$ cat src/hdl/ttsmt_pkg.sv
// Shared types, constants and handshake structs for the transmit timestamp match table.
package ttsmt_pkg;

  localparam int TABLE_DEPTH_DEF = 32;
  localparam int TAG_BITS_DEF    = 8;

  localparam int REF_W       = 12;
  localparam int REF_IN_W    = 16;
  localparam int SEC_W       = 32;
  localparam int NSEC_W      = 30;
  localparam int TS_W        = 62;
  localparam int TIME_W      = 32;
  localparam int AGE_W       = 16;
  localparam int STATUS_W    = 3;
  localparam int TAG_OUT_W   = 8;
  localparam int CFG_INDEX_W = 1;
  localparam int CFG_DATA_W  = 16;

  localparam logic [NSEC_W-1:0] NS_PER_SEC    = 30'd1000000000;
  localparam logic [AGE_W-1:0]  AGE_LIMIT_RST = 16'd5000;

  localparam logic [CFG_INDEX_W-1:0] CFG_ENABLE    = 1'b0;
  localparam logic [CFG_INDEX_W-1:0] CFG_AGE_LIMIT = 1'b1;

  typedef enum logic [1:0] {
    MODE_STORE  = 2'd0,
    MODE_REPORT = 2'd1,
    MODE_TICK   = 2'd2
  } mode_t;

  typedef enum logic [STATUS_W-1:0] {
    ST_STORED   = 3'd0,
    ST_DISABLED = 3'd1,
    ST_FULL     = 3'd2,
    ST_DUP      = 3'd3,
    ST_MATCH    = 3'd4,
    ST_UNKNOWN  = 3'd5,
    ST_AGED     = 3'd6
  } status_t;

  typedef enum logic [2:0] {
    S_IDLE,
    S_SCAN,
    S_TAIL,
    S_RESULT,
    S_SEEK,
    S_WAIT
  } state_t;

  typedef struct packed {
    logic accept;
    logic scan_issue;
    logic idx_clear;
    logic seek_step;
    logic emit_read;
    logic emit;
    logic finish;
  } ctrl_cmd_t;

  typedef struct packed {
    mode_t op;
    logic  enable;
    logic  scan_last;
    logic  aged_any;
    logic  seek_hit;
    logic  emit_more;
    logic  out_free;
  } dp_status_t;

endpackage

$ cat src/hdl/ttsmt_ram.sv
// Generic single-write, single-read RAM with registered read data.
module ttsmt_ram #(
  parameter int WIDTH = 8,
  parameter int DEPTH = 32
) (
  input  logic                     clk,
  input  logic                     we,
  input  logic [$clog2(DEPTH)-1:0] waddr,
  input  logic [WIDTH-1:0]         wdata,
  input  logic                     re,
  input  logic [$clog2(DEPTH)-1:0] raddr,
  output logic [WIDTH-1:0]         rdata
);

  logic [WIDTH-1:0] mem [DEPTH];

  always_ff @(posedge clk) begin
    if (we) begin
      mem[waddr] <= wdata;
    end
    if (re) begin
      rdata <= mem[raddr];
    end
  end

endmodule

$ cat src/hdl/ttsmt_ctrl.sv
// Controller state machine: sequences table scans, result loads and aged-entry emission.
module ttsmt_ctrl (
  input  logic                  clk,
  input  logic                  rst,
  input  logic                  in_valid,
  input  logic [1:0]            mode,
  input  ttsmt_pkg::dp_status_t sts,
  output logic                  in_stall,
  output ttsmt_pkg::ctrl_cmd_t  cmd
);

  ttsmt_pkg::state_t state;
  ttsmt_pkg::state_t state_next;

  always_ff @(posedge clk) begin
    if (rst) begin
      state <= ttsmt_pkg::S_IDLE;
    end else begin
      state <= state_next;
    end
  end

  always_comb begin
    state_next = state;
    cmd        = '0;
    in_stall   = 1'b1;
    case (state)
      ttsmt_pkg::S_IDLE: begin
        in_stall = 1'b0;
        if (in_valid) begin
          cmd.accept = 1'b1;
          case (mode)
            ttsmt_pkg::MODE_STORE,
            ttsmt_pkg::MODE_REPORT: begin
              state_next = sts.enable ? ttsmt_pkg::S_SCAN : ttsmt_pkg::S_RESULT;
            end
            ttsmt_pkg::MODE_TICK: begin
              state_next = ttsmt_pkg::S_SCAN;
            end
            default: begin
              state_next = ttsmt_pkg::S_IDLE;
            end
          endcase
        end
      end
      ttsmt_pkg::S_SCAN: begin
        cmd.scan_issue = 1'b1;
        if (sts.scan_last) begin
          state_next = ttsmt_pkg::S_TAIL;
        end
      end
      ttsmt_pkg::S_TAIL: begin
        cmd.idx_clear = 1'b1;
        if (sts.op == ttsmt_pkg::MODE_TICK) begin
          state_next = sts.aged_any ? ttsmt_pkg::S_SEEK : ttsmt_pkg::S_IDLE;
        end else begin
          state_next = ttsmt_pkg::S_RESULT;
        end
      end
      ttsmt_pkg::S_RESULT: begin
        if (sts.out_free) begin
          cmd.finish = 1'b1;
          state_next = ttsmt_pkg::S_IDLE;
        end
      end
      ttsmt_pkg::S_SEEK: begin
        if (sts.seek_hit) begin
          cmd.emit_read = 1'b1;
          state_next    = ttsmt_pkg::S_WAIT;
        end else begin
          cmd.seek_step = 1'b1;
        end
      end
      ttsmt_pkg::S_WAIT: begin
        if (sts.out_free) begin
          cmd.emit   = 1'b1;
          state_next = sts.emit_more ? ttsmt_pkg::S_SEEK : ttsmt_pkg::S_IDLE;
        end
      end
      default: begin
        state_next = ttsmt_pkg::S_IDLE;
      end
    endcase
  end

endmodule

$ cat src/hdl/ttsmt_dpath.sv
// Datapath: entry store, scan compare, timestamp arithmetic, config and result register.
module ttsmt_dpath #(
  parameter int TABLE_DEPTH = ttsmt_pkg::TABLE_DEPTH_DEF,
  parameter int TAG_BITS    = ttsmt_pkg::TAG_BITS_DEF
) (
  input  logic                                clk,
  input  logic                                rst,
  input  ttsmt_pkg::ctrl_cmd_t                cmd,
  output ttsmt_pkg::dp_status_t               sts,
  input  logic [1:0]                          mode,
  input  logic [TAG_BITS-1:0]                 packet_tag,
  input  logic [ttsmt_pkg::REF_IN_W-1:0]      report_ref,
  input  logic [ttsmt_pkg::SEC_W-1:0]         report_sec,
  input  logic [ttsmt_pkg::NSEC_W-1:0]        report_nsec,
  input  logic                                cfg_valid,
  input  logic [ttsmt_pkg::CFG_INDEX_W-1:0]   cfg_index,
  input  logic [ttsmt_pkg::CFG_DATA_W-1:0]    cfg_data,
  output logic                                out_valid,
  input  logic                                out_stall,
  output logic [ttsmt_pkg::STATUS_W-1:0]      status,
  output logic [ttsmt_pkg::REF_W-1:0]         ref_number,
  output logic [ttsmt_pkg::TAG_OUT_W-1:0]     tag_out,
  output logic [ttsmt_pkg::TS_W-1:0]          timestamp_ns,
  output logic                                last
);

  localparam int IDX_W = $clog2(TABLE_DEPTH);
  localparam int RAM_W = ttsmt_pkg::REF_W + TAG_BITS + ttsmt_pkg::TIME_W;
  localparam logic [TABLE_DEPTH-1:0] ONE = TABLE_DEPTH'(1);

  logic                                enable;
  logic [ttsmt_pkg::AGE_W-1:0]         age_limit;
  logic [ttsmt_pkg::TIME_W-1:0]        now_ticks;
  logic [ttsmt_pkg::REF_W-1:0]         next_ref;

  ttsmt_pkg::mode_t                    op;
  logic [ttsmt_pkg::REF_W-1:0]         key;
  logic [TAG_BITS-1:0]                 tag_cap;
  logic [ttsmt_pkg::SEC_W-1:0]         sec_cap;
  logic [ttsmt_pkg::NSEC_W-1:0]        nsec_cap;
  logic [ttsmt_pkg::TS_W-1:0]          prod;
  logic [ttsmt_pkg::TS_W-1:0]          ts;

  logic [IDX_W-1:0]                    idx;
  logic [IDX_W-1:0]                    idx_d;
  logic                                rd_v;

  logic                                dup;
  logic                                hit_found;
  logic [IDX_W-1:0]                    hit_slot;
  logic [TAG_BITS-1:0]                 hit_tag;
  logic                                free_found;
  logic [IDX_W-1:0]                    free_slot;
  logic [TABLE_DEPTH-1:0]              aged_mask;
  logic [TABLE_DEPTH-1:0]              aged_mask_next;
  logic [TABLE_DEPTH-1:0]              valid;
  logic [TABLE_DEPTH-1:0]              valid_next;

  logic [RAM_W-1:0]                    ram_rdata;
  logic [RAM_W-1:0]                    ram_wdata;
  logic                                ram_we;
  logic                                ram_re;

  logic [ttsmt_pkg::REF_W-1:0]         rd_ref;
  logic [TAG_BITS-1:0]                 rd_tag;
  logic [ttsmt_pkg::TIME_W-1:0]        rd_time;
  logic [ttsmt_pkg::TIME_W-1:0]        elapsed;
  logic                                slot_valid;
  logic                                ref_eq;
  logic                                aged_now;
  logic                                store_ok;
  logic                                out_free;

  logic                                load;
  logic [ttsmt_pkg::STATUS_W-1:0]      status_next;
  logic [ttsmt_pkg::REF_W-1:0]         ref_next;
  logic [TAG_BITS-1:0]                 tag_sel;
  logic [TAG_BITS+ttsmt_pkg::TAG_OUT_W-1:0] tag_ext;
  logic [ttsmt_pkg::TS_W-1:0]          ts_next;
  logic                                last_next;

  ttsmt_ram #(
    .WIDTH (RAM_W),
    .DEPTH (TABLE_DEPTH)
  ) u_ram (
    .clk   (clk),
    .we    (ram_we),
    .waddr (free_slot),
    .wdata (ram_wdata),
    .re    (ram_re),
    .raddr (idx),
    .rdata (ram_rdata)
  );

  assign rd_ref  = ram_rdata[RAM_W-1 -: ttsmt_pkg::REF_W];
  assign rd_tag  = ram_rdata[ttsmt_pkg::TIME_W +: TAG_BITS];
  assign rd_time = ram_rdata[ttsmt_pkg::TIME_W-1:0];

  assign slot_valid = valid[idx_d];
  assign ref_eq     = slot_valid && (rd_ref == key);
  assign elapsed    = now_ticks - rd_time;
  assign aged_now   = rd_v && slot_valid && (op == ttsmt_pkg::MODE_TICK) &&
                      (elapsed > {{(ttsmt_pkg::TIME_W-ttsmt_pkg::AGE_W){1'b0}}, age_limit});
  assign aged_mask_next = aged_now ? (aged_mask | (ONE << idx_d)) : aged_mask;

  assign store_ok  = enable && !dup && free_found;
  assign ram_we    = cmd.finish && (op == ttsmt_pkg::MODE_STORE) && store_ok;
  assign ram_wdata = {key, tag_cap, now_ticks};
  assign ram_re    = cmd.scan_issue || cmd.emit_read;
  assign out_free  = !out_valid || !out_stall;

  assign sts.op        = op;
  assign sts.enable    = enable;
  assign sts.scan_last = (idx == IDX_W'(TABLE_DEPTH-1));
  assign sts.aged_any  = |aged_mask_next;
  assign sts.seek_hit  = aged_mask[idx];
  assign sts.emit_more = |(aged_mask & ~(ONE << idx));
  assign sts.out_free  = out_free;

  always_comb begin
    valid_next = valid;
    if (ram_we) begin
      valid_next[free_slot] = 1'b1;
    end
    if (cmd.finish && (op == ttsmt_pkg::MODE_REPORT) && enable && hit_found) begin
      valid_next[hit_slot] = 1'b0;
    end
    if (cmd.emit) begin
      valid_next[idx] = 1'b0;
    end
  end

  always_comb begin
    load        = cmd.finish || cmd.emit;
    status_next = ttsmt_pkg::ST_AGED;
    ref_next    = key;
    tag_sel     = '0;
    ts_next     = '0;
    last_next   = 1'b1;
    if (cmd.emit) begin
      status_next = ttsmt_pkg::ST_AGED;
      ref_next    = rd_ref;
      tag_sel     = rd_tag;
      last_next   = !sts.emit_more;
    end else begin
      case (op)
        ttsmt_pkg::MODE_STORE: begin
          tag_sel = tag_cap;
          if (!enable) begin
            status_next = ttsmt_pkg::ST_DISABLED;
          end else if (dup) begin
            status_next = ttsmt_pkg::ST_DUP;
          end else if (!free_found) begin
            status_next = ttsmt_pkg::ST_FULL;
          end else begin
            status_next = ttsmt_pkg::ST_STORED;
          end
        end
        ttsmt_pkg::MODE_REPORT: begin
          if (!enable) begin
            status_next = ttsmt_pkg::ST_DISABLED;
          end else if (hit_found) begin
            status_next = ttsmt_pkg::ST_MATCH;
            tag_sel     = hit_tag;
            ts_next     = ts;
          end else begin
            status_next = ttsmt_pkg::ST_UNKNOWN;
          end
        end
        default: begin
          status_next = ttsmt_pkg::ST_AGED;
        end
      endcase
    end
    tag_ext = {{ttsmt_pkg::TAG_OUT_W{1'b0}}, tag_sel};
  end

  always_ff @(posedge clk) begin
    if (rst) begin
      enable    <= 1'b1;
      age_limit <= ttsmt_pkg::AGE_LIMIT_RST;
    end else if (cfg_valid) begin
      case (cfg_index)
        ttsmt_pkg::CFG_ENABLE:    enable    <= cfg_data[0];
        ttsmt_pkg::CFG_AGE_LIMIT: age_limit <= cfg_data;
        default: begin
        end
      endcase
    end
  end

  always_ff @(posedge clk) begin
    if (rst) begin
      now_ticks <= '0;
      next_ref  <= '0;
      valid     <= '0;
      rd_v      <= 1'b0;
      out_valid <= 1'b0;
    end else begin
      valid <= valid_next;
      rd_v  <= cmd.scan_issue;
      if (cmd.accept && (mode == ttsmt_pkg::MODE_STORE)) begin
        next_ref <= next_ref + 1'b1;
      end
      if (cmd.accept && (mode == ttsmt_pkg::MODE_TICK)) begin
        now_ticks <= now_ticks + 1'b1;
      end
      if (load) begin
        out_valid <= 1'b1;
      end else if (!out_stall) begin
        out_valid <= 1'b0;
      end
    end
  end

  always_ff @(posedge clk) begin
    prod  <= {{(ttsmt_pkg::TS_W-ttsmt_pkg::SEC_W){1'b0}}, sec_cap} *
             {{(ttsmt_pkg::TS_W-ttsmt_pkg::NSEC_W){1'b0}}, ttsmt_pkg::NS_PER_SEC};
    ts    <= prod + {{(ttsmt_pkg::TS_W-ttsmt_pkg::NSEC_W){1'b0}}, nsec_cap};
    idx_d <= idx;

    if (cmd.accept) begin
      op         <= ttsmt_pkg::mode_t'(mode);
      key        <= (mode == ttsmt_pkg::MODE_STORE) ? next_ref
                                                    : report_ref[ttsmt_pkg::REF_W-1:0];
      tag_cap    <= packet_tag;
      sec_cap    <= report_sec;
      nsec_cap   <= report_nsec;
      idx        <= '0;
      dup        <= 1'b0;
      hit_found  <= 1'b0;
      free_found <= 1'b0;
      aged_mask  <= '0;
    end else if (cmd.emit) begin
      aged_mask <= aged_mask & ~(ONE << idx);
    end else begin
      aged_mask <= aged_mask_next;
    end

    if (cmd.scan_issue || cmd.seek_step) begin
      idx <= idx + 1'b1;
    end
    if (cmd.idx_clear) begin
      idx <= '0;
    end
    if (cmd.emit) begin
      idx <= idx + 1'b1;
    end

    if (rd_v) begin
      if (ref_eq && (op == ttsmt_pkg::MODE_STORE)) begin
        dup <= 1'b1;
      end
      if (ref_eq && (op == ttsmt_pkg::MODE_REPORT) && !hit_found) begin
        hit_found <= 1'b1;
        hit_slot  <= idx_d;
        hit_tag   <= rd_tag;
      end
      if (!slot_valid && !free_found) begin
        free_found <= 1'b1;
        free_slot  <= idx_d;
      end
    end

    if (load) begin
      status       <= status_next;
      ref_number   <= ref_next;
      tag_out      <= tag_ext[ttsmt_pkg::TAG_OUT_W-1:0];
      timestamp_ns <= ts_next;
      last         <= last_next;
    end
  end

endmodule

$ cat src/hdl/tx_timestamp_match_table_top.sv
// Top level of the transmit timestamp match table.
// One item is handled at a time. A store or report with matching enabled walks all
// TABLE_DEPTH entries through the single read port of the entry RAM, one entry per
// cycle, before its result is loaded; a store or report with matching disabled
// skips the walk and goes straight to its result. A tick walks all entries the same
// way, then steps through the slots and emits each aged entry as its own result.
// The result register lets the next item transfer in while a result still waits on
// out_stall. Reset clears the valid bits of all entries at once; no clearing pass is
// needed.
module tx_timestamp_match_table_top #(
  parameter int TABLE_DEPTH = ttsmt_pkg::TABLE_DEPTH_DEF,
  parameter int TAG_BITS    = ttsmt_pkg::TAG_BITS_DEF
) (
  input  logic                              clk,
  input  logic                              rst,
  input  logic                              in_valid,
  output logic                              in_stall,
  input  logic [1:0]                        mode,
  input  logic [TAG_BITS-1:0]               packet_tag,
  input  logic [ttsmt_pkg::REF_IN_W-1:0]    report_ref,
  input  logic [ttsmt_pkg::SEC_W-1:0]       report_sec,
  input  logic [ttsmt_pkg::NSEC_W-1:0]      report_nsec,
  output logic                              out_valid,
  input  logic                              out_stall,
  output logic [ttsmt_pkg::STATUS_W-1:0]    status,
  output logic [ttsmt_pkg::REF_W-1:0]       ref_number,
  output logic [ttsmt_pkg::TAG_OUT_W-1:0]   tag_out,
  output logic [ttsmt_pkg::TS_W-1:0]        timestamp_ns,
  output logic                              last,
  input  logic                              cfg_valid,
  output logic                              cfg_ready,
  input  logic [ttsmt_pkg::CFG_INDEX_W-1:0] cfg_index,
  input  logic [ttsmt_pkg::CFG_DATA_W-1:0]  cfg_data
);

  ttsmt_pkg::ctrl_cmd_t  cmd;
  ttsmt_pkg::dp_status_t sts;

  assign cfg_ready = 1'b1;

  ttsmt_ctrl u_ctrl (
    .clk      (clk),
    .rst      (rst),
    .in_valid (in_valid),
    .mode     (mode),
    .sts      (sts),
    .in_stall (in_stall),
    .cmd      (cmd)
  );

  ttsmt_dpath #(
    .TABLE_DEPTH (TABLE_DEPTH),
    .TAG_BITS    (TAG_BITS)
  ) u_dpath (
    .clk          (clk),
    .rst          (rst),
    .cmd          (cmd),
    .sts          (sts),
    .mode         (mode),
    .packet_tag   (packet_tag),
    .report_ref   (report_ref),
    .report_sec   (report_sec),
    .report_nsec  (report_nsec),
    .cfg_valid    (cfg_valid),
    .cfg_index    (cfg_index),
    .cfg_data     (cfg_data),
    .out_valid    (out_valid),
    .out_stall    (out_stall),
    .status       (status),
    .ref_number   (ref_number),
    .tag_out      (tag_out),
    .timestamp_ns (timestamp_ns),
    .last         (last)
  );

endmodule

$ cat config.mk
export PLATFORM = sky130hd
export DESIGN_NAME = tx_timestamp_match_table_top
export DESIGN_NICKNAME = d
export VERILOG_FILES = /design/src/hdl/ttsmt_pkg.sv /design/src/hdl/ttsmt_ram.sv /design/src/hdl/ttsmt_ctrl.sv /design/src/hdl/ttsmt_dpath.sv /design/src/hdl/tx_timestamp_match_table_top.sv
export SDC_FILE = /design/constraint.sdc
export NUM_CORES = 2
export LEC_CHECK = 0
export BUFFER_PORTS_ARGS = -buffer_cell sky130_fd_sc_hd__buf_2
export CORE_ASPECT_RATIO = 0.6
export CORE_MARGIN = 3
export CORE_UTILIZATION = 50
export CTS_CLUSTER_SIZE = 25
export DETAILED_ROUTE_END_ITERATION = 10
export PLACE_DENSITY = 0.66
export SLEW_MARGIN = 25
export SYNTH_ARGS = -nofsm -noshare
export SYNTH_HDL_FRONTEND = slang
export SYNTH_SLANG_ARGS = --single-unit
export TNS_END_PERCENT = 1
$ cat constraint.sdc
create_clock -name clk -period 7.4 [get_ports clk]
set_input_delay 0 -clock clk [delete_from_list [all_inputs] [get_ports clk]]
set_output_delay 0 -clock clk [all_outputs]
set_load 0.02 [all_outputs]
==> impl_results.md <==
* Status: finished, final reports clean
* Top cell types by occurrence after synthesis: 1909 x edfxtp_1, 561 x inv_1, 434 x mux4_2
* Initial cell density of the core at 0.506
* Adder-cell area share of the yosys netlist at 0.109
* FP Rows at 124
* DR WL/cell at 28.6 um
* Final hold vios at 0
* Kind of critical path: flip-flop to flip-flop
* DR iter-0 viols at 7211
* Clock tree buffer depth at 4
* I/O Buffers at 193
* CP max stage cell: edfxtp_1
* Seq pwr share at 0.264
* Sink Count at 2162
* Met3 Use GR at 0.0852
* Layout area overhead at 13.9%
* Distinct cells, synth at 78
* Place WS at 0.166 ns
* Max H-tree Level at 4
* Psw at 0.0222 W
* DRT Pass-1 Iters at 6
* Cells after Synth at 5767
* Multiplexer share of the synthesized area at 0.114
* Crit start category: flip-flop
* Rel. slew slack at 0.283
* Vias per cell at 6.05
* Worst hold path class: input port to flip-flop
* Post-synth top area cell: edfxtp_1
* GRT busiest layer: met1
* Worst Hold Slack at 0.0593 ns
* Antenna viol nets, final at 0
* Vias in the first global route at 53179
* Gr usage total at 0.259
* Worst Path Required at 8.16 ns
* GR Util met2 at 0.341
* Post-synth EDFFs at 1909
* Total gr overflow at 0
* Logic gate share of total power at 0.555
* Synth Area in Compound Gates at 0.0470
* Initial antenna violation count at 8
* Gp weighted congestion at 0.921
* Routed vias at 54841
* Main synth FF type: edfxtp_1
* Syn nets at 6533
* Top cell family by delay on the critical path: adder cells
* Hold path depth at 3
* Slowest cell delay on critical path at 0.68 ns
* TritonCTS clock tree: yes
* First-pass GRT wire length at 376000 um
* Final Setup Violations at 0
* Clock share of power at 0.181
* #FFs+latches synth at 2162
* Final net count at 7089
* Ranking of synthesized cells by area: edfxtp_1 59%, mux4_2 10%, fa_1 6.5%, dfxtp_1 5.2%, ha_1 4.4%
* Xor/xnor cell area share of the yosys netlist at 0.0148
* GR Util met1 at 0.417
* Fmax at 0.140 GHz
* Largest family of logic cells by synthesized area: multiplexers
* Die outline width at 575 um
* Crit path buffers/inverters at 2
* Fin crit period at 7.17 ns
* Synth warn at 0
* Cell Area, Synth at 97000 sq um
* Int Pwr at 0.0330 W
* Critical Path AT at 7.93 ns
* Reg clk slew, reported paths at 0.06 ns
* Layout cell share with drive strength beyond 1 at 0.184
* Leakage at 42.4 nW
* CP Cell Sequence: inv_1, fa_1, fa_1, fa_1, fa_1, fa_1, fa_1, fa_1, inv_1, ha_1, a21o_1, a21o_1, a21o_1, a21o_1, a22o_1, a211o_1, a41o_1, a21oi_1, o21ai_0, a21oi_1, xnor2_1
* Full die area at 199000 sq um
* Max VDD drop at 1.94 mV
* Setup Skew at 0.0773 ns
* Dpl hpwl at 160000 um
* Worst setup EP type: flip-flop
* Post-synth ARST share at 0
* Worst Slack Setup Final at 0.234 ns
* CTS Buf Count at 197
* Max cap viols at 0
* Clock Latency Late Sink at 0.87 ns
* Final Max Slew Viols at 0
* Max Fanout on Critical Path at 7
* Seq/Total Area, Yosys at 0.643
* Total Power at 0.0552 W
* Switching share of power at 0.403
* Most frequent CP cell: fa_1
* Drt drc at 0
* Average size of a mapped cell at 16.8 sq um
* PD cells at 499 nW/um^2
* Final WL at 259000 um
* Count leader, synth: edfxtp_1
* Synth top area share at 0.591
* CORE AREA at 192000 sq um
* Largest net degree at the start of global routing at 109
* Critical path depth at 21
* Worst-margin pin slew at 1.08 ns
* Die Y at 347 um
* Cells on worst reg2reg path at 21
* Ports at 199
* Post-synthesis simple-gate area fraction at 0.0413
* Period utilisation layout at 0.968
* Setup_tns at 0 ns
* Clk root buf: clkbuf_16
-- worst reg2reg max path, cell delays in order, from the launching register on --
cell      delay, ns
edfxtp_1       0.68
inv_1          0.23
fa_1           0.49
fa_1           0.49
fa_1           0.53
fa_1           0.43
fa_1           0.51
fa_1           0.43
fa_1           0.49
inv_1          0.04
ha_1           0.35
a21o_1         0.20
a21o_1         0.17
a21o_1         0.19
a21o_1         0.17
a22o_1         0.24
a211o_1        0.36
a41o_1         0.34
a21oi_1        0.30
o21ai_0        0.14
a21oi_1        0.19
xnor2_1        0.14
-- logic make-up after synthesis --
logic type,count (synthesis)
other,1
DFF,2162
buffers and inverters,786
muxes,558
adders and majority gates,656
and+or+nand+nor,817
AOI/OAI and AO/OA,623
xor gates and xnor gates,164
-- per-stage QoR --
stage	area, sq um	util	std cells
final	110000	0.577	9065
after global routing	110000	0.577	9062
after CTS	110000	0.575	9048
after detailed placement	102000	0.532	8480
after global placement	102000	0.532	8478
after floorplan	97000	-	5767
-- flip-flops by register name (all words and copies together) (netlist names), 16 cells and up --
name / count
u_dpath.age_limit: 16
u_dpath.aged_mask: 32
u_dpath.now_ticks: 32
u_dpath.nsec_cap: 30
u_dpath.prod: 53
u_dpath.sec_cap: 32
u_dpath.timestamp_ns: 62
u_dpath.ts: 62
u_dpath.u_ram.mem: 1664
u_dpath.u_ram.rdata: 52
u_dpath.valid: 32
-- worst paths after layout --
path,from,end,slack (ns)
hold reg to reg,u_dpath.nsec_cap[5]$_DFFE_PP_,u_dpath.ts[5]$_DFF_P_,0.34
setup / recovery,u_dpath.sec_cap[7]$_DFFE_PP_,u_dpath.prod[58]$_DFF_P_,0.23
hold / removal,report_ref[7],u_dpath.key[7]$_DFFE_PP_,0.06
setup reg to reg,u_dpath.sec_cap[7]$_DFFE_PP_,u_dpath.prod[58]$_DFF_P_,0.23
-- what timing repair did --
item,in CTS,in global routing
endpoints found under the setup margin,0,3
hold buffers,215,0
endpoints found under the hold margin,170,0
resized for setup,0,4
buffers inserted,0,4
-- power groups by stage --
stage | registers, W | clock network, W | logic (W)
floorplan | 0.0148 | 0 | 0.0228
global placement | 0.0149 | 0 | 0.0297
detailed placement | 0.0149 | 0 | 0.0298
CTS | 0.0146 | 0.0101 | 0.0302
global route | 0.0146 | 0.0106 | 0.0343
finish | 0.0146 | 0.00996 | 0.0306
-- placed cells by master (no fill, tap or decap), types with 15 or more instances in the layout --
cell and n:
xnor2_1 99, dfxtp_1 243, a32o_1 16, a22o_1 57
mux4_2 434, buf_2 192, and3_1 91, nand3_1 81
a211oi_1 15, nand2_1 202, a221oi_1 63, o21ai_0 83
nor3_1 33, buf_4 155, nor2b_1 28, clkbuf_1 39
mux2i_1 111, clkinv_1 33, nand4_1 44, o21a_1 22
o221ai_1 54, inv_1 559, dlygate4sd3_1 215, fa_1 314
nor2_4 33, nor2_1 179, o221a_2 19, edfxtp_1 1909
xor2_1 65, clkinv_2 38, nor4_1 18, a21o_1 41
a21oi_1 120, ha_1 342, nand2b_1 27, a31oi_1 24
clkbuf_16 200
-- routing by layer --
| metal | routed length (um) | part of all wire | up-vias |
|---|---|---|---|
| met1 | 117000 | 0.45 | 28477 |
| li1 | - | - | 23248 |
| met4 | 5000 | 0.019 | 6 |
| met3 | 32200 | 0.12 | 329 |
| met2 | 105000 | 0.40 | 2781 |
| met5 | 71 | 0.00027 | - |
-- area by class of cell --
| cell class | instances | area (sq um) |
|---|---|---|
| multi-input cells | 2819 | 32000 |
| flip-flops and latches | 2162 | 62400 |
| inverters | 561 | 2110 |
| fillers | 14523 | 81100 |
| clock inverters | 110 | 925 |
| repair buffers | 582 | 4640 |
| clock buffers | 243 | 5210 |
| diodes | 5 | 12.5 |
| well taps | 2583 | 3230 |
No activity file was read; power rests on OpenSTA's default activity.
